[src/rtl/cfr_pkg.sv]
// Shared constants and types of the command frame receiver.
package cfr_pkg;

    // Longest data field that a frame may announce.
    localparam int MAX_PAYLOAD_DEF = 16;

    // Framing bytes.
    localparam logic [7:0] START_BYTE = 8'hAA;
    localparam logic [7:0] ZERO_BYTE  = 8'h00;

    // Number of data bytes kept for classification.
    localparam int HEAD_DEPTH = 4;

    // Parser phase codes.
    typedef logic [2:0] phase_t;
    localparam phase_t PH_START = 3'd0;
    localparam phase_t PH_ID    = 3'd1;
    localparam phase_t PH_LEN   = 3'd2;
    localparam phase_t PH_DATA  = 3'd3;
    localparam phase_t PH_SUM   = 3'd4;

    // Frame status codes.
    typedef logic [2:0] status_t;
    localparam status_t ST_JOB     = 3'd0;
    localparam status_t ST_STOP    = 3'd1;
    localparam status_t ST_RESET   = 3'd2;
    localparam status_t ST_IGNORED = 3'd3;
    localparam status_t ST_BADSUM  = 3'd4;

    // Configuration register indexes.
    typedef logic [2:0] cfg_index_t;
    localparam cfg_index_t CFG_JOB_ID     = 3'd0;
    localparam cfg_index_t CFG_STOP_ID    = 3'd1;
    localparam cfg_index_t CFG_RESTART_ID = 3'd2;
    localparam cfg_index_t CFG_HARVEST    = 3'd3;

    // Reset values of the configuration registers.
    localparam logic [7:0] JOB_ID_RST     = 8'd1;
    localparam logic [7:0] STOP_ID_RST    = 8'd2;
    localparam logic [7:0] RESTART_ID_RST = 8'd3;
    localparam logic [7:0] HARVEST_RST    = 8'd1;

endpackage

[src/rtl/command_frame_receiver.sv]
// Command frame receiver: start byte hunt, length check, checksum and frame classification.
//
//  Channel | Handshake             | Payload
//  --------+-----------------------+----------------------------------
//  in      | in_valid / in_stall   | rx_byte
//  out     | out_valid / out_stall | frame_status, job_number
//  cfg     | cfg_valid / cfg_ready | cfg_index, cfg_data
//
// One byte is taken per cycle while in_stall is low; each transfer updates the parser state in that cycle.
// A result appears in the output register in the cycle after its checksum byte is taken.
// Only a checksum byte waits on a held result: other bytes flow while the output stalls.
// Reset is asynchronous and active low; it returns the parser to the start byte hunt.
// No clearing pass is needed after reset; configuration writes are always taken.
module command_frame_receiver #(
    parameter int MAX_PAYLOAD = cfr_pkg::MAX_PAYLOAD_DEF
) (
    input  logic                clk,
    input  logic                rst_n,
    // Received bytes
    input  logic                in_valid,
    output logic                in_stall,
    input  logic [7:0]          rx_byte,
    // Results
    output logic                out_valid,
    input  logic                out_stall,
    output cfr_pkg::status_t    frame_status,
    output logic [7:0]          job_number,
    // Configuration writes
    input  logic                cfg_valid,
    output logic                cfg_ready,
    input  cfr_pkg::cfg_index_t cfg_index,
    input  logic [7:0]          cfg_data
);

    // Width of the length and byte counters.
    localparam int LEN_W = $clog2(MAX_PAYLOAD + 1);

    cfr_pkg::phase_t  phase_reg, phase_next;
    logic [7:0]       id_reg;
    logic [LEN_W-1:0] len_reg;
    logic [LEN_W-1:0] count_reg;
    logic [LEN_W:0]   count_inc;
    logic [7:0]       sum_reg;
    logic [7:0]       head_reg [cfr_pkg::HEAD_DEPTH];

    logic [7:0]       job_id_reg, stop_id_reg, restart_id_reg, harvest_reg;

    logic             out_valid_reg;
    cfr_pkg::status_t status_reg, status_next;
    logic [7:0]       job_reg, job_next;

    logic             in_fire;
    logic             out_free;
    logic             too_long;

    // Configuration registers; writes are always taken.
    assign cfg_ready = 1'b1;

    always_ff @(posedge clk or negedge rst_n)
    begin
        if (!rst_n)
        begin
            job_id_reg     <= cfr_pkg::JOB_ID_RST;
            stop_id_reg    <= cfr_pkg::STOP_ID_RST;
            restart_id_reg <= cfr_pkg::RESTART_ID_RST;
            harvest_reg    <= cfr_pkg::HARVEST_RST;
        end
        else if (cfg_valid && cfg_ready)
        begin
            case (cfg_index)
                cfr_pkg::CFG_JOB_ID:     job_id_reg     <= cfg_data;
                cfr_pkg::CFG_STOP_ID:    stop_id_reg    <= cfg_data;
                cfr_pkg::CFG_RESTART_ID: restart_id_reg <= cfg_data;
                cfr_pkg::CFG_HARVEST:    harvest_reg    <= cfg_data;
                default:                 ;
            endcase
        end
    end

    // Handshake: the output register is free when empty or being drained.
    assign out_free = !out_valid_reg || !out_stall;
    assign in_stall = (phase_reg == cfr_pkg::PH_SUM) && !out_free;
    assign in_fire  = in_valid && !in_stall;

    assign too_long  = {1'b0, rx_byte} > 9'(MAX_PAYLOAD);
    assign count_inc = {1'b0, count_reg} + (LEN_W+1)'(1);

    // Next phase of the parser.
    always_comb
    begin
        phase_next = phase_reg;
        case (phase_reg)
            cfr_pkg::PH_ID:   phase_next = cfr_pkg::PH_LEN;
            cfr_pkg::PH_LEN:
            begin
                if (too_long)
                    phase_next = cfr_pkg::PH_START;
                else if (rx_byte == cfr_pkg::ZERO_BYTE)
                    phase_next = cfr_pkg::PH_SUM;
                else
                    phase_next = cfr_pkg::PH_DATA;
            end
            cfr_pkg::PH_DATA:
            begin
                if (count_inc >= {1'b0, len_reg})
                    phase_next = cfr_pkg::PH_SUM;
            end
            cfr_pkg::PH_SUM:  phase_next = cfr_pkg::PH_START;
            default:
            begin
                if (rx_byte == cfr_pkg::START_BYTE)
                    phase_next = cfr_pkg::PH_ID;
                else
                    phase_next = cfr_pkg::PH_START;
            end
        endcase
    end

    // Checksum test and frame classification on the checksum byte.
    always_comb
    begin
        status_next = cfr_pkg::ST_IGNORED;
        job_next    = cfr_pkg::ZERO_BYTE;
        if (rx_byte != sum_reg)
            status_next = cfr_pkg::ST_BADSUM;
        else if (id_reg == job_id_reg)
        begin
            if (len_reg == LEN_W'(cfr_pkg::HEAD_DEPTH) && head_reg[0] == harvest_reg &&
                head_reg[1] == cfr_pkg::ZERO_BYTE && head_reg[2] == cfr_pkg::ZERO_BYTE)
            begin
                status_next = cfr_pkg::ST_JOB;
                job_next    = head_reg[3];
            end
        end
        else if (id_reg == stop_id_reg && len_reg == '0)
            status_next = cfr_pkg::ST_STOP;
        else if (id_reg == restart_id_reg && len_reg == '0)
            status_next = cfr_pkg::ST_RESET;
    end

    // Parser control state.
    always_ff @(posedge clk or negedge rst_n)
    begin
        if (!rst_n)
            phase_reg <= cfr_pkg::PH_START;
        else if (in_fire)
            phase_reg <= phase_next;
    end

    // Frame fields, counter and running sum.
    always_ff @(posedge clk)
    begin
        if (in_fire)
        begin
            case (phase_reg)
                cfr_pkg::PH_ID:
                    id_reg <= rx_byte;
                cfr_pkg::PH_LEN:
                begin
                    len_reg   <= LEN_W'(rx_byte);
                    count_reg <= '0;
                    sum_reg   <= id_reg + rx_byte;
                end
                cfr_pkg::PH_DATA:
                begin
                    if (count_reg < LEN_W'(cfr_pkg::HEAD_DEPTH))
                        head_reg[count_reg[1:0]] <= rx_byte;
                    count_reg <= count_inc[LEN_W-1:0];
                    sum_reg   <= sum_reg + rx_byte;
                end
                default: ;
            endcase
        end
    end

    // Result register.
    always_ff @(posedge clk or negedge rst_n)
    begin
        if (!rst_n)
            out_valid_reg <= 1'b0;
        else if (out_free)
            out_valid_reg <= in_fire && (phase_reg == cfr_pkg::PH_SUM);
    end

    always_ff @(posedge clk)
    begin
        if (out_free && in_fire && phase_reg == cfr_pkg::PH_SUM)
        begin
            status_reg <= status_next;
            job_reg    <= job_next;
        end
    end

    assign out_valid    = out_valid_reg;
    assign frame_status = status_reg;
    assign job_number   = job_reg;

    // A checksum byte always leaves a result and restarts the hunt.
    a_sum_gives_result: assert property (@(posedge clk) disable iff (!rst_n)
        in_fire && phase_reg == cfr_pkg::PH_SUM |=> out_valid && phase_reg == cfr_pkg::PH_START)
        else $error("checksum byte left no result");

    // Other bytes never create a result.
    a_no_spurious: assert property (@(posedge clk) disable iff (!rst_n)
        !(in_fire && phase_reg == cfr_pkg::PH_SUM) && out_free |=> !out_valid)
        else $error("result without a checksum byte");

    // A job number is only reported with a harvest job.
    a_job_zero: assert property (@(posedge clk) disable iff (!rst_n)
        out_valid && frame_status != cfr_pkg::ST_JOB |-> job_number == cfr_pkg::ZERO_BYTE)
        else $error("job number set on a non-job result");

    // The data counter stays below the announced length.
    a_count_range: assert property (@(posedge clk) disable iff (!rst_n)
        phase_reg == cfr_pkg::PH_DATA |-> count_reg < len_reg)
        else $error("data counter overran the frame length");

    // Reported status codes stay within the defined set.
    a_status_range: assert property (@(posedge clk) disable iff (!rst_n)
        out_valid |-> frame_status <= cfr_pkg::ST_BADSUM)
        else $error("undefined frame status");

endmodule
[config.mk]
export PLATFORM = sky130hd
export DESIGN_NAME = command_frame_receiver
export DESIGN_NICKNAME = d
export VERILOG_FILES = /design/src/rtl/cfr_pkg.sv /design/src/rtl/command_frame_receiver.sv
export SDC_FILE = /design/constraint.sdc
export NUM_CORES = 1
export LEC_CHECK = 0
export ABC_AREA = 1
export BUFFER_PORTS_ARGS = -buffer_cell sky130_fd_sc_hd__buf_4
export CAP_MARGIN = 5
export CELL_PAD_IN_SITES_DETAIL_PLACEMENT = 0
export CELL_PAD_IN_SITES_GLOBAL_PLACEMENT = 2
export CORE_MARGIN = 8
export CORE_UTILIZATION = 35
export DETAILED_ROUTE_END_ITERATION = 16
export GPL_TIMING_DRIVEN = 0
export HOLD_SLACK_MARGIN = 0.1
export PLACE_DENSITY = 0.78
export SYNTH_ARGS = -nofsm -noshare
export SYNTH_HDL_FRONTEND = slang
export SYNTH_SLANG_ARGS = --single-unit
[constraint.sdc]
create_clock -name clk -period 3.05 [get_ports clk]
set_input_delay 0.4575 -clock clk [delete_from_list [all_inputs] [get_ports clk]]
set_output_delay 0.4575 -clock clk [all_outputs]
set_load 0.02 [all_outputs]
==> flow_metrics.tcl <==
set metrics [dict create \
    outcome "finished clean" \
    wirelength_um 12170 \
    grt_use_met2_pct 22.18 \
    grt_overflow 0 \
    die-width_um 138.9 \
    hpwl_um 8898 \
    relSlewSlack_pct 32.62 \
    cp_top_family "simple AND/OR/NAND/NOR gates" \
    synth_seq_cells 105 \
    fin_crit_sh_pct 88.42 \
    fp.dieArea_um2 19300 \
    synth_area_um2 5289 \
    postCtsSetupBuffers 0 \
    ant_nets 0 \
    nets 666 \
    leakagePower_uw 0.002785 \
    antenna_found_initial 0 \
    multiInputGateArea_um2 1908 \
    grt_pass1_wl_um 19420 \
    final-instance-count-excl-fill 817 \
    final_hold_viol_count 0 \
    max_stage_delay_ns 0.40 \
    layout_common_cells "nand2_1, inv_1, edfxtp_1, nor2_1, o21ai_0" \
    syn_inst 577 \
    arrival_ns 2.81 \
    powerDensity_nw_per_um2 533.8 \
    clkTransAtPathRegs_ns 0.07 \
    power_uw 3280 \
    drv_cap 0 \
    synth-main-ff-cell "edfxtp_1" \
    ys_types 33 \
    synth_edf_count 69 \
    setup-violations-final 0 \
    critPathMaxFanout 10 \
    detailedRoute.firstPassIterationCount 7 \
    fmax_ghz 0.3708 \
    htreeDepth 3 \
    cp.required_ns 3.16 \
    hold_class "in -> reg" \
    grt_usage_pct 13.26 \
    num_vias 3658 \
    drc 0 \
    tightest_slew_ns 1.007 \
    fp.dieH_um 138.9 \
    boundaryPins 38 \
    initial_core_util_pct 35.31 \
    peakVddDrop_v 0.0002731 \
    clock-sinks 105 \
    startpoint_type "register" \
    crit_top_cell "nand2_1" \
    async_flop_share_pct 34.29 \
    largest_reg_flops 32 \
    cts_buffers 9 \
    core-area_um2 14980 \
    grt_pass1_vias 3492 \
    ys.warnings.count 0 \
    post-route-util_pct 41.03 \
    avgSynthCellArea_um2 9.166 \
    fin_setup_tns_ns 0 \
    vias_per_cell 4.477 \
    gp_congestion 0.7607 \
    grt_max_degree 37 \
    busiest_layer "met2" \
    fin_crit_ns 2.697 \
    antenna_cells 0 \
    use_met3_pct 2.238 \
    port_buffers 36 \
    num_rows 45 \
    regToRegSetupSlack_ns 0.35 \
    final.fill_count 1469 \
    drive_gt1_share_pct 15.58 \
    worst_skew_pair.late_latency_ns 0.36 \
    met1_usage_pct 16.59 \
    wire_per_inst_um 14.90 \
    cp_slowest_cell "fa_1" \
    endpoint_kind "register" \
    clock_skew_ns 0.008014 \
    dp_cells 801 \
    ys_seq_area_share_pct 56.33 \
    final_common_cell "nand2_1" \
    cts.path.max_buffers 2 \
    syn2layout_area_growth_pct 16.18 \
    drt_iter0_drc 199 \
    seq_area_um2 2979 \
    report.final.slew_viol_count 0 \
    cts.root.buffer_cell "clkbuf_16" \
    crit_chain "inv_1 -> nor2_4 -> nand2_4 -> clkbuf_4 -> nand2_1 -> o21ai_1 -> ha_1 -> inv_1 -> fa_1 -> inv_1 -> nand3_1 -> nand2_1 -> nand2_1 -> a21boi_1 -> nor2_1 -> nand2_1 -> nand2_1" \
    crit_type "reg -> reg" \
    synth_nets 618 \
    path_buf_inv 4 \
    cts_tree "built" \
    rsz0062_at_grt "no" \
]
==> layout make-up <==
cell class | count | area share [%]
repair buffers | 37 | 4.561
flip-flops and latches | 105 | 48.48
multi-input cells | 365 | 31.05
inverters | 101 | 6.170
clock buffers | 9 | 3.665
plain buffers | 6 | 0.4887
clock inverters | 6 | 1.751
well taps | 188 | 3.828
==> cells by family (layout without fill, tap and decap cells) <==
group	after synthesis	count (layout)	synth area share (%)
other	1	1	0.07090
XOR/XNOR	23	23	3.809
buffers and inverters	107	159	7.688
AND/OR/NAND/NOR	272	272	22.71
AO/OA/AOI/OAI	52	52	5.228
adder cells (fa/ha/maj)	17	17	4.164
flip-flops	105	105	56.33
==> power breakdown <==
group          internal [uW]  switching, uW
sequential              1610           64.3
clock                    795            517
combinational            123            173
total                   2530            755
==> worst register-to-register path, cell delays in order, from the launching register on <==
cell	delay, ns
dfrtp_1	0.38
inv_1	0.16
nor2_4	0.07
nand2_4	0.15
clkbuf_4	0.26
nand2_1	0.06
o21ai_1	0.09
ha_1	0.19
inv_1	0.06
fa_1	0.40
inv_1	0.07
nand3_1	0.06
nand2_1	0.11
nand2_1	0.06
a21boi_1	0.19
nor2_1	0.06
nand2_1	0.06
nand2_1	0.05
==> metal layers <==
layer,vias to the layer above,part of all wire [%]
met5,-,0
met4,0,1.8
met3,11,2.5
met2,37,49
met1,1698,47
li1,1912,-
==> synthesized netlist by cell type, types with 3 or more instances <==
cell type	number	share of area [%]
ha_1	16	3.8
xnor2_1	12	2.0
dfrtp_1	31	15
nor2_2	5	0.59
o21ai_1	4	0.38
inv_1	87	6.2
clkbuf_1	4	0.28
nor2_4	4	0.85
nand2_2	3	0.35
nand3_1	18	1.7
inv_2	13	0.92
o21ai_0	38	3.6
nor3_1	3	0.28
a21oi_1	5	0.47
nor2_1	58	4.1
nand2_1	165	12
edfxtp_1	69	39
xor2_1	11	1.8
nor3_2	10	1.9
dfstp_2	5	2.5
==> worst paths after layout <==
kind,startpoint,end,cells past startpoint
min,out_stall,out_valid,3
min in group asynchronous,rst_n,harvest_reg[4],2
max in group asynchronous,rst_n,restart_id_reg[1],2
max reg2reg,phase_reg[1],sum_reg[6],17
min reg2reg,phase_reg[1],phase_reg[1],2
max,phase_reg[1],sum_reg[6],17
==> per-stage QoR <==
step                setup slack [ns]  hold slack [ns]  instance area (um^2)
floorplan                     0.5941           0.1619                  5289
global placement              0.1442           0.4593                  5794
detailed placement            0.1198           0.4639                  5794
CTS                          0.09664           0.3681                  6137
global route                 0.07482           0.3939                  6145
finish                        0.3532           0.3759                  6145
==> what timing repair did <==
| item | 4_1_cts | 5_1_grt |
|---|---|---|
| hold endpoints to repair | 31 | 0 |
| resized for setup | 0 | 3 |
| setup endpoints to repair | 0 | 1 |
| hold buffers | 1 | 0 |
Note: power is estimated with default switching activity, not from simulation.
